$ cat src/tilemap_quad_vertex_generator_macros.svh
// assertion macros shared by the tile map vertex generator rtl
`ifndef TILEMAP_QUAD_VERTEX_GENERATOR_MACROS_SVH
`define TILEMAP_QUAD_VERTEX_GENERATOR_MACROS_SVH

`ifndef ASSERT_OFF

// same-cycle implication under reset
`define ASSERT_IMPLIES(label, clk, rst_n, cond, expr) \
    label: assert property (@(posedge clk) disable iff (!rst_n) (cond) |-> (expr)) \
        else $error("assertion failed: label");

// next-cycle implication under reset
`define ASSERT_NEXT(label, clk, rst_n, cond, expr) \
    label: assert property (@(posedge clk) disable iff (!rst_n) (cond) |=> (expr)) \
        else $error("assertion failed: label");

`else

`define ASSERT_IMPLIES(label, clk, rst_n, cond, expr)
`define ASSERT_NEXT(label, clk, rst_n, cond, expr)

`endif

`endif

$ cat src/tqv_pkg.sv
// package with widths, codes and corner tables of the tile map vertex generator
`timescale 1ns / 1ps

package tqv_pkg;

    // field and register widths
    localparam int TILE_INDEX_W  = 16;
    localparam int POS_W         = 21;
    localparam int TEX_W         = 25;
    localparam int MAP_REG_W     = 13;
    localparam int TILE_DIM_W    = 9;
    localparam int TEXW_REG_W    = 15;
    localparam int PER_ROW_W     = 15;
    localparam int CFG_INDEX_W   = 3;
    localparam int CFG_DATA_W    = 15;
    localparam int OUT_FIELDS_W  = 2 * POS_W + 2 * TEX_W;
    localparam int OUT_TDATA_W   = ((OUT_FIELDS_W + 7) / 8) * 8;

    // limits and reset values
    localparam int MAP_DIM_MAX_DEF   = 4096;
    localparam int TILE_DIM_MAX      = 256;
    localparam int MAP_WIDTH_RST     = 1;
    localparam int MAP_HEIGHT_RST    = 1;
    localparam int TILE_WIDTH_RST    = 16;
    localparam int TILE_HEIGHT_RST   = 16;
    localparam int TEXTURE_WIDTH_RST = 256;
    localparam int PER_ROW_RST       = TEXTURE_WIDTH_RST / TILE_WIDTH_RST;

    // vertices per tile
    localparam int VERTS_PER_TILE = 6;
    localparam int VERT_IDX_W     = $clog2(VERTS_PER_TILE);

    // register indexes
    typedef enum logic [CFG_INDEX_W-1:0] {
        REG_MAP_WIDTH     = 3'd0,
        REG_MAP_HEIGHT    = 3'd1,
        REG_TILE_WIDTH    = 3'd2,
        REG_TILE_HEIGHT   = 3'd3,
        REG_TEXTURE_WIDTH = 3'd4
    } tqv_reg_idx_t;

    // controller states
    typedef enum logic [2:0] {
        ST_IDLE,
        ST_RATE,
        ST_DIV,
        ST_MUL,
        ST_EMIT
    } tqv_state_t;

    // corner offsets of the two triangles
    localparam logic [VERTS_PER_TILE-1:0] CORNER_DX = 6'b110010;
    localparam logic [VERTS_PER_TILE-1:0] CORNER_DY = 6'b101100;

    function automatic logic corner_dx(input logic [VERT_IDX_W-1:0] k);
        return CORNER_DX[k];
    endfunction

    function automatic logic corner_dy(input logic [VERT_IDX_W-1:0] k);
        return CORNER_DY[k];
    endfunction

endpackage

$ cat src/tilemap_quad_vertex_generator.sv
// top level of the tile map quad vertex generator
// Takes one tileset index per map cell in raster order and emits six vertices (two
// triangles) per tile with screen position and texture coordinate in pixels. An
// accepted index passes through the bit-serial divider that splits the index by
// tiles-per-row, a handoff into the bit-serial multipliers that scale by the tile
// size, and a handoff into the emit phase, which gives one vertex per cycle while the
// output is not stalled; a stalled output holds the sequencer in its emit phase. A
// write to tile_width or texture_width starts a pass through the same divider to
// recompute tiles-per-row; no tile index is taken until that pass is done. The next
// index is taken while the sixth vertex still waits in the output register.
`timescale 1ns / 1ps
`include "tilemap_quad_vertex_generator_macros.svh"

module tilemap_quad_vertex_generator
    import tqv_pkg::*;
#(
    parameter int MAP_DIM_MAX = MAP_DIM_MAX_DEF
)
(
    input  logic                    clk,
    input  logic                    rst_n,
    // configuration write port
    input  logic                    cfg_we,
    input  logic [CFG_INDEX_W-1:0]  cfg_index,
    input  logic [CFG_DATA_W-1:0]   cfg_data,
    // tile index requests
    input  logic                    s_axis_tvalid,
    output logic                    s_axis_tready,
    input  logic [TILE_INDEX_W-1:0] s_axis_tdata,   // tile_index
    // vertex output stream
    output logic                    m_axis_tvalid,
    input  logic                    m_axis_tready,
    output logic [OUT_TDATA_W-1:0]  m_axis_tdata,   // pos_x, pos_y, tex_x, tex_y
    output logic                    m_axis_tlast    // vertex_last
);

    localparam int CNT_W = (MAP_DIM_MAX > 1) ? $clog2(MAP_DIM_MAX) : 1;
    localparam int DIM_W = $clog2(MAP_DIM_MAX + 1);
    localparam int CMP_W = ((MAP_REG_W > DIM_W) ? MAP_REG_W : DIM_W) + 1;

    // configuration registers
    logic [MAP_REG_W-1:0]  map_width_reg, map_height_reg;
    logic [TILE_DIM_W-1:0] tile_width_reg, tile_height_reg;
    logic [TEXW_REG_W-1:0] texture_width_reg;
    logic                  rate_dirty_reg, rate_dirty_next;
    logic [PER_ROW_W-1:0]  per_row_reg, per_row_next;

    // state
    tqv_state_t            state_reg, state_next;
    logic [CNT_W-1:0]      col_reg, col_next;
    logic [CNT_W-1:0]      row_reg, row_next;
    logic [VERT_IDX_W-1:0] vert_reg, vert_next;

    // output register
    logic                  out_valid_reg, out_valid_next;
    logic [POS_W-1:0]      pos_x_reg, pos_y_reg;
    logic [TEX_W-1:0]      tex_x_reg, tex_y_reg;
    logic                  last_reg;
    logic                  out_load;

    // clamped settings
    logic [TILE_DIM_W-1:0] tw_c, th_c;
    logic [CMP_W-1:0]      mw_c, mh_c;
    logic [CMP_W-1:0]      col_p1, row_p1;

    // divider and multiplier hookup
    logic                    div_start, div_done;
    logic [TILE_INDEX_W-1:0] div_dividend, div_quot;
    logic [PER_ROW_W-1:0]    div_divisor, div_rem;
    logic                    mul_start;
    logic                    px_done, py_done, tx_done, ty_done;
    logic [POS_W-1:0]        px_base, py_base;
    logic [TEX_W-1:0]        tx_base, ty_base;
    logic                    s_accept;
    logic                    rate_write;

    // check helpers
    logic                    div_owner_st;
    logic                    vert_is_last;

    // clamp tile sizes to 1..256
    always_comb
    begin
        priority if (tile_width_reg == '0)
            tw_c = TILE_DIM_W'(1);
        else if (tile_width_reg > TILE_DIM_W'(TILE_DIM_MAX))
            tw_c = TILE_DIM_W'(TILE_DIM_MAX);
        else
            tw_c = tile_width_reg;

        priority if (tile_height_reg == '0)
            th_c = TILE_DIM_W'(1);
        else if (tile_height_reg > TILE_DIM_W'(TILE_DIM_MAX))
            th_c = TILE_DIM_W'(TILE_DIM_MAX);
        else
            th_c = tile_height_reg;
    end

    // clamp map size to 1..MAP_DIM_MAX
    always_comb
    begin
        priority if (map_width_reg == '0)
            mw_c = CMP_W'(1);
        else if (CMP_W'(map_width_reg) > CMP_W'(MAP_DIM_MAX))
            mw_c = CMP_W'(MAP_DIM_MAX);
        else
            mw_c = CMP_W'(map_width_reg);

        priority if (map_height_reg == '0)
            mh_c = CMP_W'(1);
        else if (CMP_W'(map_height_reg) > CMP_W'(MAP_DIM_MAX))
            mh_c = CMP_W'(MAP_DIM_MAX);
        else
            mh_c = CMP_W'(map_height_reg);
    end

    assign col_p1 = CMP_W'(col_reg) + CMP_W'(1);
    assign row_p1 = CMP_W'(row_reg) + CMP_W'(1);

    // configuration writes
    assign rate_write = cfg_we && ((cfg_index == REG_TILE_WIDTH) ||
                                   (cfg_index == REG_TEXTURE_WIDTH));

    always_ff @(posedge clk or negedge rst_n)
    begin
        if (!rst_n)
        begin
            map_width_reg     <= MAP_REG_W'(MAP_WIDTH_RST);
            map_height_reg    <= MAP_REG_W'(MAP_HEIGHT_RST);
            tile_width_reg    <= TILE_DIM_W'(TILE_WIDTH_RST);
            tile_height_reg   <= TILE_DIM_W'(TILE_HEIGHT_RST);
            texture_width_reg <= TEXW_REG_W'(TEXTURE_WIDTH_RST);
        end
        else if (cfg_we)
        begin
            unique case (cfg_index)
                REG_MAP_WIDTH:     map_width_reg     <= cfg_data[MAP_REG_W-1:0];
                REG_MAP_HEIGHT:    map_height_reg    <= cfg_data[MAP_REG_W-1:0];
                REG_TILE_WIDTH:    tile_width_reg    <= cfg_data[TILE_DIM_W-1:0];
                REG_TILE_HEIGHT:   tile_height_reg   <= cfg_data[TILE_DIM_W-1:0];
                REG_TEXTURE_WIDTH: texture_width_reg <= cfg_data[TEXW_REG_W-1:0];
                default:           ;
            endcase
        end
    end

    // shared divider: tiles-per-row, then index split
    tqv_divider #(
        .DVD_W (TILE_INDEX_W),
        .DVS_W (PER_ROW_W)
    ) u_div (
        .clk       (clk),
        .rst_n     (rst_n),
        .start     (div_start),
        .dividend  (div_dividend),
        .divisor   (div_divisor),
        .done      (div_done),
        .quotient  (div_quot),
        .remainder (div_rem)
    );

    // four scalers run side by side
    tqv_serial_mult #(.A_W(CNT_W), .B_W(TILE_DIM_W), .P_W(POS_W)) u_mul_px (
        .clk (clk), .rst_n (rst_n), .start (mul_start),
        .a (col_reg), .b (tw_c), .done (px_done), .product (px_base)
    );

    tqv_serial_mult #(.A_W(CNT_W), .B_W(TILE_DIM_W), .P_W(POS_W)) u_mul_py (
        .clk (clk), .rst_n (rst_n), .start (mul_start),
        .a (row_reg), .b (th_c), .done (py_done), .product (py_base)
    );

    tqv_serial_mult #(.A_W(PER_ROW_W), .B_W(TILE_DIM_W), .P_W(TEX_W)) u_mul_tx (
        .clk (clk), .rst_n (rst_n), .start (mul_start),
        .a (div_rem), .b (tw_c), .done (tx_done), .product (tx_base)
    );

    tqv_serial_mult #(.A_W(TILE_INDEX_W), .B_W(TILE_DIM_W), .P_W(TEX_W)) u_mul_ty (
        .clk (clk), .rst_n (rst_n), .start (mul_start),
        .a (div_quot), .b (th_c), .done (ty_done), .product (ty_base)
    );

    assign s_axis_tready = (state_reg == ST_IDLE) && !rate_dirty_reg;
    assign s_accept      = s_axis_tvalid && s_axis_tready;

    // sequencer
    always_comb
    begin
        state_next      = state_reg;
        rate_dirty_next = rate_dirty_reg;
        per_row_next    = per_row_reg;
        col_next        = col_reg;
        row_next        = row_reg;
        vert_next       = vert_reg;
        div_start       = 1'b0;
        div_dividend    = s_axis_tdata;
        div_divisor     = per_row_reg;
        mul_start       = 1'b0;
        out_load        = 1'b0;

        unique case (state_reg)
            ST_IDLE:
            begin
                if (rate_dirty_reg)
                begin
                    div_start       = 1'b1;
                    div_dividend    = TILE_INDEX_W'(texture_width_reg);
                    div_divisor     = PER_ROW_W'(tw_c);
                    rate_dirty_next = 1'b0;
                    state_next      = ST_RATE;
                end
                else if (s_accept)
                begin
                    div_start  = 1'b1;
                    state_next = ST_DIV;
                end
            end
            ST_RATE:
            begin
                if (div_done)
                begin
                    per_row_next = (div_quot == '0) ? PER_ROW_W'(1)
                                                    : div_quot[PER_ROW_W-1:0];
                    state_next   = ST_IDLE;
                end
            end
            ST_DIV:
            begin
                if (div_done)
                begin
                    mul_start  = 1'b1;
                    state_next = ST_MUL;
                end
            end
            ST_MUL:
            begin
                if (px_done && py_done && tx_done && ty_done)
                begin
                    vert_next  = '0;
                    state_next = ST_EMIT;
                end
            end
            ST_EMIT:
            begin
                if (!out_valid_reg || m_axis_tready)
                begin
                    out_load = 1'b1;
                    if (vert_reg == VERT_IDX_W'(VERTS_PER_TILE - 1))
                    begin
                        state_next = ST_IDLE;
                        // advance the map position
                        if (col_p1 >= mw_c)
                        begin
                            col_next = '0;
                            row_next = (row_p1 >= mh_c) ? '0 : row_reg + CNT_W'(1);
                        end
                        else
                        begin
                            col_next = col_reg + CNT_W'(1);
                        end
                    end
                    else
                    begin
                        vert_next = vert_reg + VERT_IDX_W'(1);
                    end
                end
            end
            default:
            begin
                state_next = ST_IDLE;
            end
        endcase

        // a write of a size that feeds tiles-per-row wins over the clear
        if (rate_write)
        begin
            rate_dirty_next = 1'b1;
        end
    end

    always_comb
    begin
        out_valid_next = out_valid_reg;
        if (out_load)
            out_valid_next = 1'b1;
        else if (m_axis_tready)
            out_valid_next = 1'b0;
    end

    // control registers
    always_ff @(posedge clk or negedge rst_n)
    begin
        if (!rst_n)
        begin
            state_reg      <= ST_IDLE;
            rate_dirty_reg <= 1'b0;
            per_row_reg    <= PER_ROW_W'(PER_ROW_RST);
            col_reg        <= '0;
            row_reg        <= '0;
            vert_reg       <= '0;
            out_valid_reg  <= 1'b0;
        end
        else
        begin
            state_reg      <= state_next;
            rate_dirty_reg <= rate_dirty_next;
            per_row_reg    <= per_row_next;
            col_reg        <= col_next;
            row_reg        <= row_next;
            vert_reg       <= vert_next;
            out_valid_reg  <= out_valid_next;
        end
    end

    // vertex output register: base plus one tile step on the far corners
    always_ff @(posedge clk)
    begin
        if (out_load)
        begin
            pos_x_reg <= px_base + (corner_dx(vert_reg) ? POS_W'(tw_c) : '0);
            pos_y_reg <= py_base + (corner_dy(vert_reg) ? POS_W'(th_c) : '0);
            tex_x_reg <= tx_base + (corner_dx(vert_reg) ? TEX_W'(tw_c) : '0);
            tex_y_reg <= ty_base + (corner_dy(vert_reg) ? TEX_W'(th_c) : '0);
            last_reg  <= (vert_reg == VERT_IDX_W'(VERTS_PER_TILE - 1));
        end
    end

    assign m_axis_tvalid = out_valid_reg;
    assign m_axis_tlast  = last_reg;
    assign m_axis_tdata  = {(OUT_TDATA_W - OUT_FIELDS_W)'(0),
                            tex_y_reg, tex_x_reg, pos_y_reg, pos_x_reg};

    // checks
    assign div_owner_st = (state_reg == ST_RATE) || (state_reg == ST_DIV);
    assign vert_is_last = (vert_reg == VERT_IDX_W'(VERTS_PER_TILE - 1));

    `ASSERT_NEXT(a_accept_starts_split, clk, rst_n, s_accept, state_reg == ST_DIV)
    `ASSERT_IMPLIES(a_div_done_owned, clk, rst_n, div_done, div_owner_st)
    `ASSERT_IMPLIES(a_per_row_nonzero, clk, rst_n, 1'b1, per_row_reg != '0)
    `ASSERT_IMPLIES(a_last_only_sixth, clk, rst_n, out_load && !vert_is_last, state_next == ST_EMIT)

endmodule

$ cat src/tqv_divider.sv
// bit-serial restoring divider, one quotient bit per cycle
`timescale 1ns / 1ps

module tqv_divider
    import tqv_pkg::*;
#(
    parameter int DVD_W = TILE_INDEX_W,
    parameter int DVS_W = PER_ROW_W
)
(
    input  logic             clk,
    input  logic             rst_n,
    input  logic             start,
    input  logic [DVD_W-1:0] dividend,
    input  logic [DVS_W-1:0] divisor,
    output logic             done,
    output logic [DVD_W-1:0] quotient,
    output logic [DVS_W-1:0] remainder
);

    localparam int CNT_W = $clog2(DVD_W + 1);

    logic [DVD_W-1:0] dvd_reg, dvd_next;
    logic [DVS_W-1:0] dvs_reg, dvs_next;
    logic [DVS_W-1:0] rem_reg, rem_next;
    logic [CNT_W-1:0] cnt_reg, cnt_next;
    logic             busy_reg, busy_next;
    logic             done_reg, done_next;
    logic [DVS_W:0]   trial;
    logic [DVS_W:0]   diff;
    logic             fits;

    // one trial subtraction per cycle
    assign trial = {rem_reg, dvd_reg[DVD_W-1]};
    assign diff  = trial - {1'b0, dvs_reg};
    assign fits  = (trial >= {1'b0, dvs_reg});

    always_comb
    begin
        dvd_next  = dvd_reg;
        dvs_next  = dvs_reg;
        rem_next  = rem_reg;
        cnt_next  = cnt_reg;
        busy_next = busy_reg;
        done_next = 1'b0;
        if (start)
        begin
            dvd_next  = dividend;
            dvs_next  = divisor;
            rem_next  = '0;
            cnt_next  = CNT_W'(DVD_W);
            busy_next = 1'b1;
        end
        else if (busy_reg)
        begin
            // quotient bits shift in where dividend bits leave
            dvd_next = {dvd_reg[DVD_W-2:0], fits};
            rem_next = fits ? diff[DVS_W-1:0] : trial[DVS_W-1:0];
            cnt_next = cnt_reg - CNT_W'(1);
            if (cnt_reg == CNT_W'(1))
            begin
                busy_next = 1'b0;
                done_next = 1'b1;
            end
        end
    end

    // control registers
    always_ff @(posedge clk or negedge rst_n)
    begin
        if (!rst_n)
        begin
            cnt_reg  <= '0;
            busy_reg <= 1'b0;
            done_reg <= 1'b0;
        end
        else
        begin
            cnt_reg  <= cnt_next;
            busy_reg <= busy_next;
            done_reg <= done_next;
        end
    end

    // datapath registers
    always_ff @(posedge clk)
    begin
        dvd_reg <= dvd_next;
        dvs_reg <= dvs_next;
        rem_reg <= rem_next;
    end

    assign done      = done_reg;
    assign quotient  = dvd_reg;
    assign remainder = rem_reg;

endmodule

$ cat src/tqv_serial_mult.sv
// bit-serial shift-add multiplier, one multiplier bit per cycle
`timescale 1ns / 1ps

module tqv_serial_mult
    import tqv_pkg::*;
#(
    parameter int A_W = TILE_INDEX_W,
    parameter int B_W = TILE_DIM_W,
    parameter int P_W = TEX_W
)
(
    input  logic           clk,
    input  logic           rst_n,
    input  logic           start,
    input  logic [A_W-1:0] a,
    input  logic [B_W-1:0] b,
    output logic           done,
    output logic [P_W-1:0] product
);

    localparam int CNT_W = $clog2(B_W + 1);

    logic [P_W-1:0]   acc_reg, acc_next;
    logic [P_W-1:0]   mcd_reg, mcd_next;
    logic [B_W-1:0]   mpr_reg, mpr_next;
    logic [CNT_W-1:0] cnt_reg, cnt_next;
    logic             busy_reg, busy_next;
    logic             done_reg, done_next;

    always_comb
    begin
        acc_next  = acc_reg;
        mcd_next  = mcd_reg;
        mpr_next  = mpr_reg;
        cnt_next  = cnt_reg;
        busy_next = busy_reg;
        done_next = 1'b0;
        if (start)
        begin
            acc_next  = '0;
            mcd_next  = P_W'(a);
            mpr_next  = b;
            cnt_next  = CNT_W'(B_W);
            busy_next = 1'b1;
        end
        else if (busy_reg)
        begin
            // add the shifted multiplicand where the multiplier bit is set
            if (mpr_reg[0])
            begin
                acc_next = acc_reg + mcd_reg;
            end
            mcd_next = {mcd_reg[P_W-2:0], 1'b0};
            mpr_next = mpr_reg >> 1;
            cnt_next = cnt_reg - CNT_W'(1);
            if (cnt_reg == CNT_W'(1))
            begin
                busy_next = 1'b0;
                done_next = 1'b1;
            end
        end
    end

    // control registers
    always_ff @(posedge clk or negedge rst_n)
    begin
        if (!rst_n)
        begin
            cnt_reg  <= '0;
            busy_reg <= 1'b0;
            done_reg <= 1'b0;
        end
        else
        begin
            cnt_reg  <= cnt_next;
            busy_reg <= busy_next;
            done_reg <= done_next;
        end
    end

    // datapath registers
    always_ff @(posedge clk)
    begin
        acc_reg <= acc_next;
        mcd_reg <= mcd_next;
        mpr_reg <= mpr_next;
    end

    assign done    = done_reg;
    assign product = acc_reg;

endmodule
$ cat config.mk
export PLATFORM = sky130hd
export DESIGN_NAME = tilemap_quad_vertex_generator
export DESIGN_NICKNAME = d
export VERILOG_FILES = /design/src/tqv_pkg.sv /design/src/tilemap_quad_vertex_generator.sv /design/src/tqv_divider.sv /design/src/tqv_serial_mult.sv
export VERILOG_INCLUDE_DIRS = /design/src /design/src/src
export SDC_FILE = /design/constraint.sdc
export NUM_CORES = 1
export LEC_CHECK = 0
export ABC_AREA = 1
export BUFFER_PORTS_ARGS = -buffer_cell sky130_fd_sc_hd__buf_2
export CAP_MARGIN = 20
export CORE_UTILIZATION = 30
export DETAILED_ROUTE_END_ITERATION = 8
export SYNTH_ARGS = -nofsm -noshare
export SYNTH_HDL_FRONTEND = slang
export SYNTH_SLANG_ARGS = --single-unit
$ cat constraint.sdc
create_clock -name clk -period 8.2 [get_ports clk]
set_clock_uncertainty 0.2 [all_clocks]
set_input_delay 0.41 -clock clk [delete_from_list [all_inputs] [get_ports clk]]
set_output_delay 0.41 -clock clk [all_outputs]
set_load 0.01 [all_outputs]
* Yosys cells after proc, flatten, opt, wreduce, memory -nomap -nowiden
Memories as Yosys holds them, arrays and structs flattened.
Index checks and enable logic that the tools add are counted.
** Word-level totals
- Memories kept :: 2
- Word-level logic and storage cells :: 243
- Bits of input ports :: 39
- Flip-flop bits (word level) :: 496
- ROM bits :: 16
** Memory list
- (name not given) :: depth 8, bits a word 1, read ports 1, clocked after Yosys merged registers in 0, write ports 0, RTL line tqv_pkg.sv:60 : return CORNER_DY[k];
- (name not given) :: depth 8, bits a word 1, read ports 1, clocked after Yosys merged registers in 0, write ports 0, RTL line tqv_pkg.sv:56 : return CORNER_DX[k];
** Operators by class
- Reduce and logical (&&, ||, !) cells :: 39
- Multiplexer cells :: 103
- Add/subtract/negate cells :: 19
- Equal/unequal tests :: 21
- Magnitude comparators :: 8
** Operators with widths (count)
- 2-to-1 mux 9 bit :: 16
- 2-to-1 mux 16 bit :: 6
- 2-to-1 mux 15 bit :: 6
- 2-to-1 mux 12 bit :: 6
- 2-to-1 mux 13 bit :: 4
- adder 25 bit :: 2
- adder 25 x 9 -> 25 bit :: 2
- 2-to-1 mux 1 bit :: 43
- adder 21 bit :: 2
- adder 21 x 9 -> 21 bit :: 2
- 2-to-1 mux 4 bit :: 8
- 2-to-1 mux 3 bit :: 10
- greater-or-equal comparator 13 x 14 -> 1 bit :: 2
- adder 12 x 1 -> 13 bit, second input constant :: 2
- > comparator 13 bit, second input constant :: 2
- zero test 13 bit :: 2
- adder 12 x 1 -> 12 bit, second input constant :: 2
- AND reduction 2 bit :: 10
- > comparator 9 bit, second input constant :: 2
- zero test 9 bit :: 2
- equality test 4 x 1 -> 1 bit, second input constant :: 4
- greater-or-equal comparator 16 x 15 -> 1 bit :: 1
- zero test 16 bit :: 1
- nonzero test 2 bit :: 8
- 22 further kinds :: 45

* Longest topological paths before layout
Gate-level depths: netlist of run 1.
- Depth after elaboration :: 7
- Gate-level depth with buffers :: 17

* Cells and area by module
A second synthesis of run 1 with hierarchy kept.
** Unflattened totals
- Cell total of the unflattened synthesis :: 4244
- Area total of the unflattened synthesis :: 31196.2 µm²
** By module, submodules not included
- tilemap_quad_vertex_generator :: cells each 1450, seq. area each 5452.7 µm², area each 12135.4 µm², times used 1
- tqv_serial_mult at u_mul_px ... :: cells each 505, seq. area each 1381.3 µm², area each 3528.4 µm², times used 2
- tqv_serial_mult at u_mul_tx :: cells each 673, seq. area each 1571.5 µm², area each 4400.5 µm², times used 1
- tqv_serial_mult at u_mul_ty :: cells each 684, seq. area each 1581.5 µm², area each 4385.5 µm², times used 1
- tqv_divider :: cells each 427, seq. area each 1406.3 µm², area each 3218.1 µm², times used 1

* Worst setup path before layout of run 1
No wires, ideal clock.
- Path type :: register to register
- Start :: register state_reg[0]
- End :: register row_reg[2]
- Setup slack :: 2.359 ns
- Clock period less this slack :: 5.841 ns
- Stages on the path, launching flop included :: 10
- Buffers on the path :: 1
- Required time :: 7.883 ns
- Arrival time :: 5.524 ns
- Cell sequence :: dfrtp_1 > nor2_1 > nand2_1 > nor2_1 > nand2_1 > inv_2 > nand2_1 > buf_2 > nand2_1 > nand2_1
** Between the ends
- Word-level cells in the longest chain between the ends :: 2
** RTL lines
- start: declaration :: RTL line tilemap_quad_vertex_generator.sv:49 : tqv_state_t state_reg, state_next;
- start signal: assignment :: RTL line tilemap_quad_vertex_generator.sv:305 : state_reg <= state_next;
- equality test 3 bit :: RTL line tilemap_quad_vertex_generator.sv:201 : unique case (state_reg)
- AND reduction 4 bit (no source line)
- end signal: assignment :: RTL line tilemap_quad_vertex_generator.sv:309 : row_reg <= row_next;
- end: declaration :: RTL line tilemap_quad_vertex_generator.sv:51 : logic [CNT_W-1:0] row_reg, row_next;
Every way passes these cells.
A chain may end at the register's enable or synchronous reset.

* Worst setup path after layout of run 1
- Start :: register tile_width_reg[5]
- End :: register tex_x_reg[22], data pin
** Between the ends
- Word-level cells in the longest chain between the ends :: 5
** RTL lines
- start: declaration :: RTL line tilemap_quad_vertex_generator.sv:43 : logic [TILE_DIM_W-1:0] tile_width_reg, tile_height_reg;
- start signal: assignment :: RTL line tilemap_quad_vertex_generator.sv:130 : tile_width_reg <= TILE_DIM_W'(TILE_WIDTH_RST);
- start signal: assignment :: RTL line tilemap_quad_vertex_generator.sv:139 : REG_TILE_WIDTH: tile_width_reg <= cfg_data[TILE_DIM_W-1:0];
- > comparator 9 bit :: RTL line tilemap_quad_vertex_generator.sv:86 : else if (tile_width_reg > TILE_DIM_W'(TILE_DIM_MAX))
- 2-to-1 mux 9 bit :: RTL line tilemap_quad_vertex_generator.sv:86
- 2-to-1 mux 9 bit (*) :: RTL line tilemap_quad_vertex_generator.sv:84 : priority if (tile_width_reg == '0)
- 2-to-1 mux 9 bit (*) :: RTL line tilemap_quad_vertex_generator.sv:322 : tex_x_reg <= tx_base + (corner_dx(vert_reg) ? TEX_W'(tw_c) : '0);
- adder 25 x 9 -> 25 bit (*) :: RTL line tilemap_quad_vertex_generator.sv:322
- end signal: assignment :: RTL line tilemap_quad_vertex_generator.sv:322
- end: declaration :: RTL line tilemap_quad_vertex_generator.sv:57 : logic [TEX_W-1:0] tex_x_reg, tex_y_reg;
Mark *: on every way between the ends. The rest lies on a longest branch, timed or not.

==> impl_results.md, run 1 <==
* Outcome: finished, final reports clean
* Area leader, netlist: edfxtp_1
* # setup viols final at 0
* Register area at 12,770 um2
* Pwr per Cell Area at 367.8 nW/um2
* Vias at 26.00k
* Final Hold Vio Count at 0
* Avg Vias per Cell at 4.753
* Sequential share of the synthesized area at 0.4254
* Clock transition at path regs at 0.06 ns
* Slew @ Worst Pin at 1.086 ns
* Synth-to-Final Area Change at 13.65%
* Primary FF master, synth: edfxtp_1
* Placed cells at 5,336
* Tcrit/Tclk final at 0.4576
* Yosys reg bits at 496
* Global-route wire length before repair at 136,300 um
* H-tree levels at 2
* Number of flops mapped to enable cells by yosys at 215
* Hold_ws at 0.02751 ns
* Port Buffers at 133
* Switching share of total power at 0.4464
* Filler instances at 10.41k
* Maximum clock rate at 266.5 MHz
* Sequential share of power at 0.332
* Most numerous cell in the Yosys netlist: nand2_1
* Clock root cell: clkbuf_16
* Syn Inst Count at 3,993
* Row Count at 115
* Avg WL per Cell at 15.77 um
* Clock power share at 0.198
* WS Path Type: flip-flop to flip-flop
* Fin. max-slew vios at 0
* Die H at 318.4 um
* CP required at 8.35 ns
* Grt ovf at 0
* Internal power at 6.949 mW
* Multi-input gate area at 14,820 um2
* Most frequent cells after synthesis: 1,143 x nand2_1, 541 x inv_1, 347 x nor2_1
* Gpl congestion at 0.9249
* CTS tree: done
* Hold Path Class: primary input to flip-flop
* Max Buffers Root-to-Sink at 3
* Comb pwr share at 0.470
* Synth unique cells at 52
* Die Wd at 318.4 um
* Async SR Flop Fraction at 0.2762
* Fin cells at 5,471
* Peak VDD IR at 167.6 uV
* Die area at 101,400 um2
* Post-CTS Resized at 0
* Initial Util at 0.3038
* Clock Latency Late Sink at 0.62 ns
* Yosys top cell area share at 0.2150
* Largest net degree at the start of global routing at 92
* Clock sink total at 496
* Antenna-violating nets left at 0
* Startpoint Class: flip-flop
* P_sw at 5.604 mW
* Num ports at 138
* Final WL at 86,280 um
* Setup tns final at 0 ns
* Final HPWL from detailed placement at 66,650 um
* DRC Markers at 0
* Worst slew margin at 0.2705
* Core area at 98,850 um2
* Starting DRC count in detailed routing at 2,057
* Syn avg cell area at 7.521 um2
* Total CTS buffers at 54
* Pre-antenna DRT Iters at 5
* Area contributors post-synth: edfxtp_1 21%, nand2_1 14%, dfrtp_1 11%
* Arr. time, crit path at 3.90 ns
* CP Max Fanout at 7
* # nets final at 4,357
* Pwr Total at 12.55 mW
* Initial antenna violation count at 14
* Total of max-cap violations at 0
* Util after Layout at 0.3453
* Vias in the first global route at 24.42k
* GRT Total Usage at 0.1680
* Synthesized area at 30,030 um2
* Yosys warns at 0
* Unrepaired setup endpoints after global routing: false
* LEAKAGE at 16.65 nW
* Setup crit end kind: flip-flop
* Fraction of layout cells with a size suffix above 1 at 0.06655
* Final min period at 3.752 ns
per-layer routing:
layer | vias to the layer above | GRT usage | wire length, um
li1 | 13320 | - | -
met1 | 11970 | 0.2297 | 40390
met2 | 579 | 0.2776 | 39540
met3 | 121 | 0.02417 | 4443
met4 | 14 | 0.04079 | 1826
met5 | - | 0 | 78
final cells by class:
class / count / share of cell area
Tap cell: 1287 / 0.04718
Clock buffer: 80 / 0.04666
Antenna cell: 7 / 0.0005132
Timing Repair Buffer: 173 / 0.03097
Inverter: 550 / 0.06056
Sequential cell: 496 / 0.3743
Multi-Input combinational cell: 2857 / 0.4342
Clock inverter: 21 / 0.005609
worst max-delay path: stages, from the launching register on:
cell and delay, ns:
dfrtp_1 0.40, nor4_1 0.36, a21oi_1 0.24, a21oi_1 0.23, inv_1 0.09, nor2_1 0.29
ha_1 0.24, inv_1 0.06, fa_1 0.39, nand3b_1 0.17, nand2_1 0.19, nand2_1 0.11
nand2_1 0.17, nand2_1 0.13, nor2_1 0.13, xor2_1 0.07
cells by family after synthesis:
kind of cell,after synthesis,share of synthesized area
buffers and inverters,643,0.08245
muxes,1,0.0003333
adders and majority gates,186,0.07974
and+or+nand+nor,1920,0.2652
DFF,496,0.4254
AOI/OAI and AO/OA,618,0.1094
other,1,0.0001249
xor gates and xnor gates,128,0.03733
repair_timing:
| action | CTS | global route |
|---|---|---|
| buffers inserted | 0 | 0 |
| endpoints found under the hold margin | 121 | 0 |
| endpoints found under the setup margin | 0 | 0 |
| hold buffers | 26 | 0 |
cells in the final DEF, fill, tap and decap left out, types with 26 or more instances in the layout:
| master | netlist | final |
|---|---|---|
| a21oi_1 | 249 | 249 |
| buf_2 | 25 | 132 |
| clkbuf_16 | 0 | 57 |
| dfrtp_1 | 131 | 131 |
| dfxtp_1 | 144 | 144 |
| dlygate4sd3_1 | 0 | 26 |
| edfxtp_1 | 215 | 215 |
| ha_1 | 177 | 177 |
| inv_1 | 541 | 540 |
| nand2_1 | 1143 | 1142 |
| nand3_1 | 229 | 229 |
| nand4_1 | 71 | 71 |
| nor2_1 | 347 | 346 |
| nor3_1 | 55 | 55 |
| nor4_1 | 29 | 28 |
| o21ai_0 | 286 | 286 |
| o21bai_1 | 30 | 30 |
| xor2_1 | 108 | 108 |
per-stage QoR:
stage | instance area (um2) | worst slack [ns]
after detailed placement | 32040 | 4.478
after floorplan | 30040 | 2.359
after global placement | 32040 | 4.518
after CTS | 34090 | 4.448
final | 34130 | 4.448
after global routing | 34130 | 4.165
path summary, 6_finish.rpt:
| kind | startpoint | to | slack [ns] | cells past startpoint |
|---|---|---|---|---|
| worst min-delay path | s_axis_tdata[4] | u_div.quotient[4] | 0.03 | 3 |
| worst min register to register | u_div.remainder[14] | u_div.remainder[14] | 0.28 | 2 |
| worst max-delay path | tile_width_reg[5] | tex_x_reg[22] | 4.45 | 15 |
| min in group asynchronous | rst_n | u_mul_py.cnt_reg[3] | 0.23 | 2 |
| worst max register to register | tile_width_reg[5] | tex_x_reg[22] | 4.45 | 15 |
| max in group asynchronous | rst_n | u_mul_ty.cnt_reg[2] | 6.28 | 3 |
power groups by stage:
stage | clock (mW) | combinational [mW] | sequential, mW
after floorplan | 0 | 4.47 | 3.95
after global placement | 0 | 5.76 | 4.20
after detailed placement | 0 | 5.83 | 4.21
after CTS | 2.54 | 5.87 | 4.16
after global routing | 2.63 | 6.76 | 4.25
final | 2.48 | 5.90 | 4.17
(Power assumes the default switching activity.)
==> run 2: changes to the inputs <==
==> constraint.sdc (replaced) <==
create_clock -name clk -period 3.2 [get_ports clk]
set_clock_uncertainty 0.2 [all_clocks]
set_input_delay 0.16 -clock clk [delete_from_list [all_inputs] [get_ports clk]]
set_output_delay 0.16 -clock clk [all_outputs]
set_load 0.01 [all_outputs]
==> impl_results.md, run 2 (synthesis results as in run 1) <==
* Tcrit/Tclk final at 0.9966 (was 0.4576)
* Clock power share at 0.202 (was 0.198)
* H-tree levels at 2 (unchanged)
* Initial antenna violation count at 6 (was 14)
* Final WL at 86,040 um (was 86,280 um)
* GRT Total Usage at 0.1680 (about the same)
* Num ports at 138 (unchanged)
* Switching share of total power at 0.4410 (was 0.4464)
* Fin cells at 5,583 (was 5,471)
* Clock Latency Late Sink at 0.63 ns (was 0.62 ns)
* Critical path destination: tex_x_reg[18] (was tex_x_reg[22])
* Arr. time, crit path at 3.37 ns (was 3.90 ns)
* Setup tns final at 0 ns (unchanged)
* Grt ovf at 0 (unchanged)
* Die area at 101,400 um2 (unchanged)
* Peak VDD IR at 495.8 uV (was 167.6 uV)
* Final min period at 3.189 ns (was 3.752 ns)
* Final Hold Vio Count at 0 (unchanged)
* Worst reg2reg setup slack at 0.01 ns (was 4.45 ns)
* Fraction of layout cells with a size suffix above 1 at 0.09599 (was 0.06655)
* Die Wd at 318.4 um (unchanged)
* Unrepaired setup endpoints after global routing: true (was false)
* Antenna-violating nets left at 0 (unchanged)
* Outcome: finished, final reports clean (unchanged)
* RR Endpoint: tex_x_reg[18] (was tex_x_reg[22])
* Worst slew margin at 0.3552 (was 0.2705)
* Largest net degree at the start of global routing at 94 (was 92)
* Vias in the first global route at 25.24k (was 24.42k)
* DRC Markers at 0 (unchanged)
* CP required at 3.38 ns (was 8.35 ns)
* Crit path from: tile_width_reg[0] (was tile_width_reg[5])
* Setup crit end kind: flip-flop (unchanged)
* Hold Path Class: primary input to flip-flop (unchanged)
* Comb pwr share at 0.475 (was 0.470)
* Util after Layout at 0.3584 (was 0.3453)
* CP Max Fanout at 3 (was 7)
* Pwr Total at 32.82 mW (was 12.55 mW)
* Core area at 98,850 um2 (unchanged)
* Placed cells at 5,421 (was 5,336)
* Fin. max-slew vios at 0 (unchanged)
* Clock root cell: clkbuf_16 (unchanged)
* Launch point of the worst reg-to-reg path: tile_width_reg[0] (was tile_width_reg[5])
* Total CTS buffers at 55 (was 54)
* Startpoint Class: flip-flop (unchanged)
* Synth-to-Final Area Change at 17.96% (was 13.65%)
* WS Path Type: flip-flop to flip-flop (unchanged)
* Avg Vias per Cell at 4.719 (was 4.753)
* Global-route wire length before repair at 136,800 um (was 136,300 um)
* Most frequent cells in the layout: 1,130 x nand2_1, 538 x inv_1, 341 x nor2_1, 285 x o21ai_0, 243 x a21oi_1 (was 1,142 x nand2_1, 540 x inv_1, 346 x nor2_1, 286 x o21ai_0, 249 x a21oi_1)
* # setup viols final at 0 (unchanged)
* LEAKAGE at 17.30 nW (was 16.65 nW)
* Slew @ Worst Pin at 0.9645 ns (was 1.086 ns)
* Max Buffers Root-to-Sink at 3 (unchanged)
* Final HPWL from detailed placement at 66,000 um (was 66,650 um)
* Sequential share of power at 0.323 (was 0.332)
* Initial Util at 0.3038 (unchanged)
* Clock transition at path regs at 0.06 ns (about the same)
* # nets final at 4,470 (was 4,357)
* Clock sink total at 496 (unchanged)
* P_sw at 14.48 mW (was 5.604 mW)
* Starting DRC count in detailed routing at 1,878 (was 2,057)
* Gpl congestion at 0.9398 (was 0.9249)
* CTS tree: done (unchanged)
* Most common cell after layout, fill and taps aside: nand2_1 (unchanged)
* Avg WL per Cell at 15.41 um (was 15.77 um)
* Die H at 318.4 um (unchanged)
* Maximum clock rate at 313.6 MHz (was 266.5 MHz)
* Row Count at 115 (unchanged)
* Vias at 26.35k (was 26.00k)
* Pwr per Cell Area at 926.6 nW/um2 (was 367.8 nW/um2)
* Pre-antenna DRT Iters at 7 (was 5)
* Reg2reg path depth at 16 (was 15)
* Total of max-cap violations at 0 (unchanged)
* Internal power at 18.35 mW (was 6.949 mW)
* Port Buffers at 133 (unchanged)
[run 2: cell type report]
class / count / area (um2)
tap: 1287 / 1610
sequential: 496 / 12770
fill: 10340 / 63430
antenna: 4 / 10.01
inverter: 550 / 2067
clock inverter: 25 / 339.1
timing repair buffer: 285 / 2036
clock buffer: 79 / 1516
multi-input combinational: 2857 / 15070
[run 2: per-layer routing]
layer | vias up | share of wire | GRT usage
li1 | 13550 | - | -
met1 | 12150 | 0.46 | 0.2243
met2 | 527 | 0.46 | 0.2834
met3 | 119 | 0.048 | 0.02499
met4 | 4 | 0.022 | 0.04144
met5 | - | 0.00027 | 0
[run 2: worst max-delay path, stage by stage (launching register included)]
cell	delay [ns]
dfrtp_1	0.39
nor4_2	0.41
nand3_2	0.14
a21oi_2	0.18
inv_1	0.07
nor2_1	0.10
buf_4	0.15
ha_4	0.14
inv_2	0.04
fa_2	0.35
nand3b_1	0.17
nand2_2	0.14
nand2_4	0.08
nand2_4	0.10
buf_6	0.10
nand2_2	0.04
xor2_1	0.14
[run 2: worst min-delay path by stage]
stage	start	to	slack, ns	cells after the start
after detailed placement	rst_n	u_mul_py.cnt_reg[0]	0.03	1
after CTS	cfg_data[13]	texture_width_reg[13]	0.05	4
after global routing	cfg_data[13]	texture_width_reg[13]	0.08	4
final	cfg_data[13]	texture_width_reg[13]	0.08	4
after floorplan	rst_n	col_reg[0]	-0.34	0
after global placement	rst_n	u_mul_py.cnt_reg[0]	0.03	1
[run 2: power by group through the flow]
stage,clock network [mW],logic [mW],registers (mW)
after floorplan,0,11.5,10.1
after global placement,0,15.1,10.7
after detailed placement,0,15.2,10.7
after CTS,6.80,15.4,10.6
after global routing,7.04,17.9,10.8
final,6.63,15.6,10.6
[run 2: per-stage QoR]
| step | hold WS (ns) | instance area, um2 | setup slack (ns) |
|---|---|---|---|
| 2_1_floorplan | -0.3356 | 30050 | 0.03461 |
| 4_1_cts | 0.04566 | 35160 | 0.03691 |
| 5_1_grt | 0.08429 | 35430 | -0.1667 |
| 3_5_place_dp | 0.02999 | 32760 | -0.2115 |
| 3_3_place_gp | 0.02976 | 32760 | -0.2454 |
| 6_report | 0.07961 | 35430 | 0.01083 |
[run 2: what timing repair did]
item	in CTS	in global routing
gates cloned	0	0
setup buffers	1	4
endpoints found under the setup margin	11	61
pin swaps	3	22
hold endpoints to repair	214	0
hold buffers	49	0
gates resized for setup	10	51
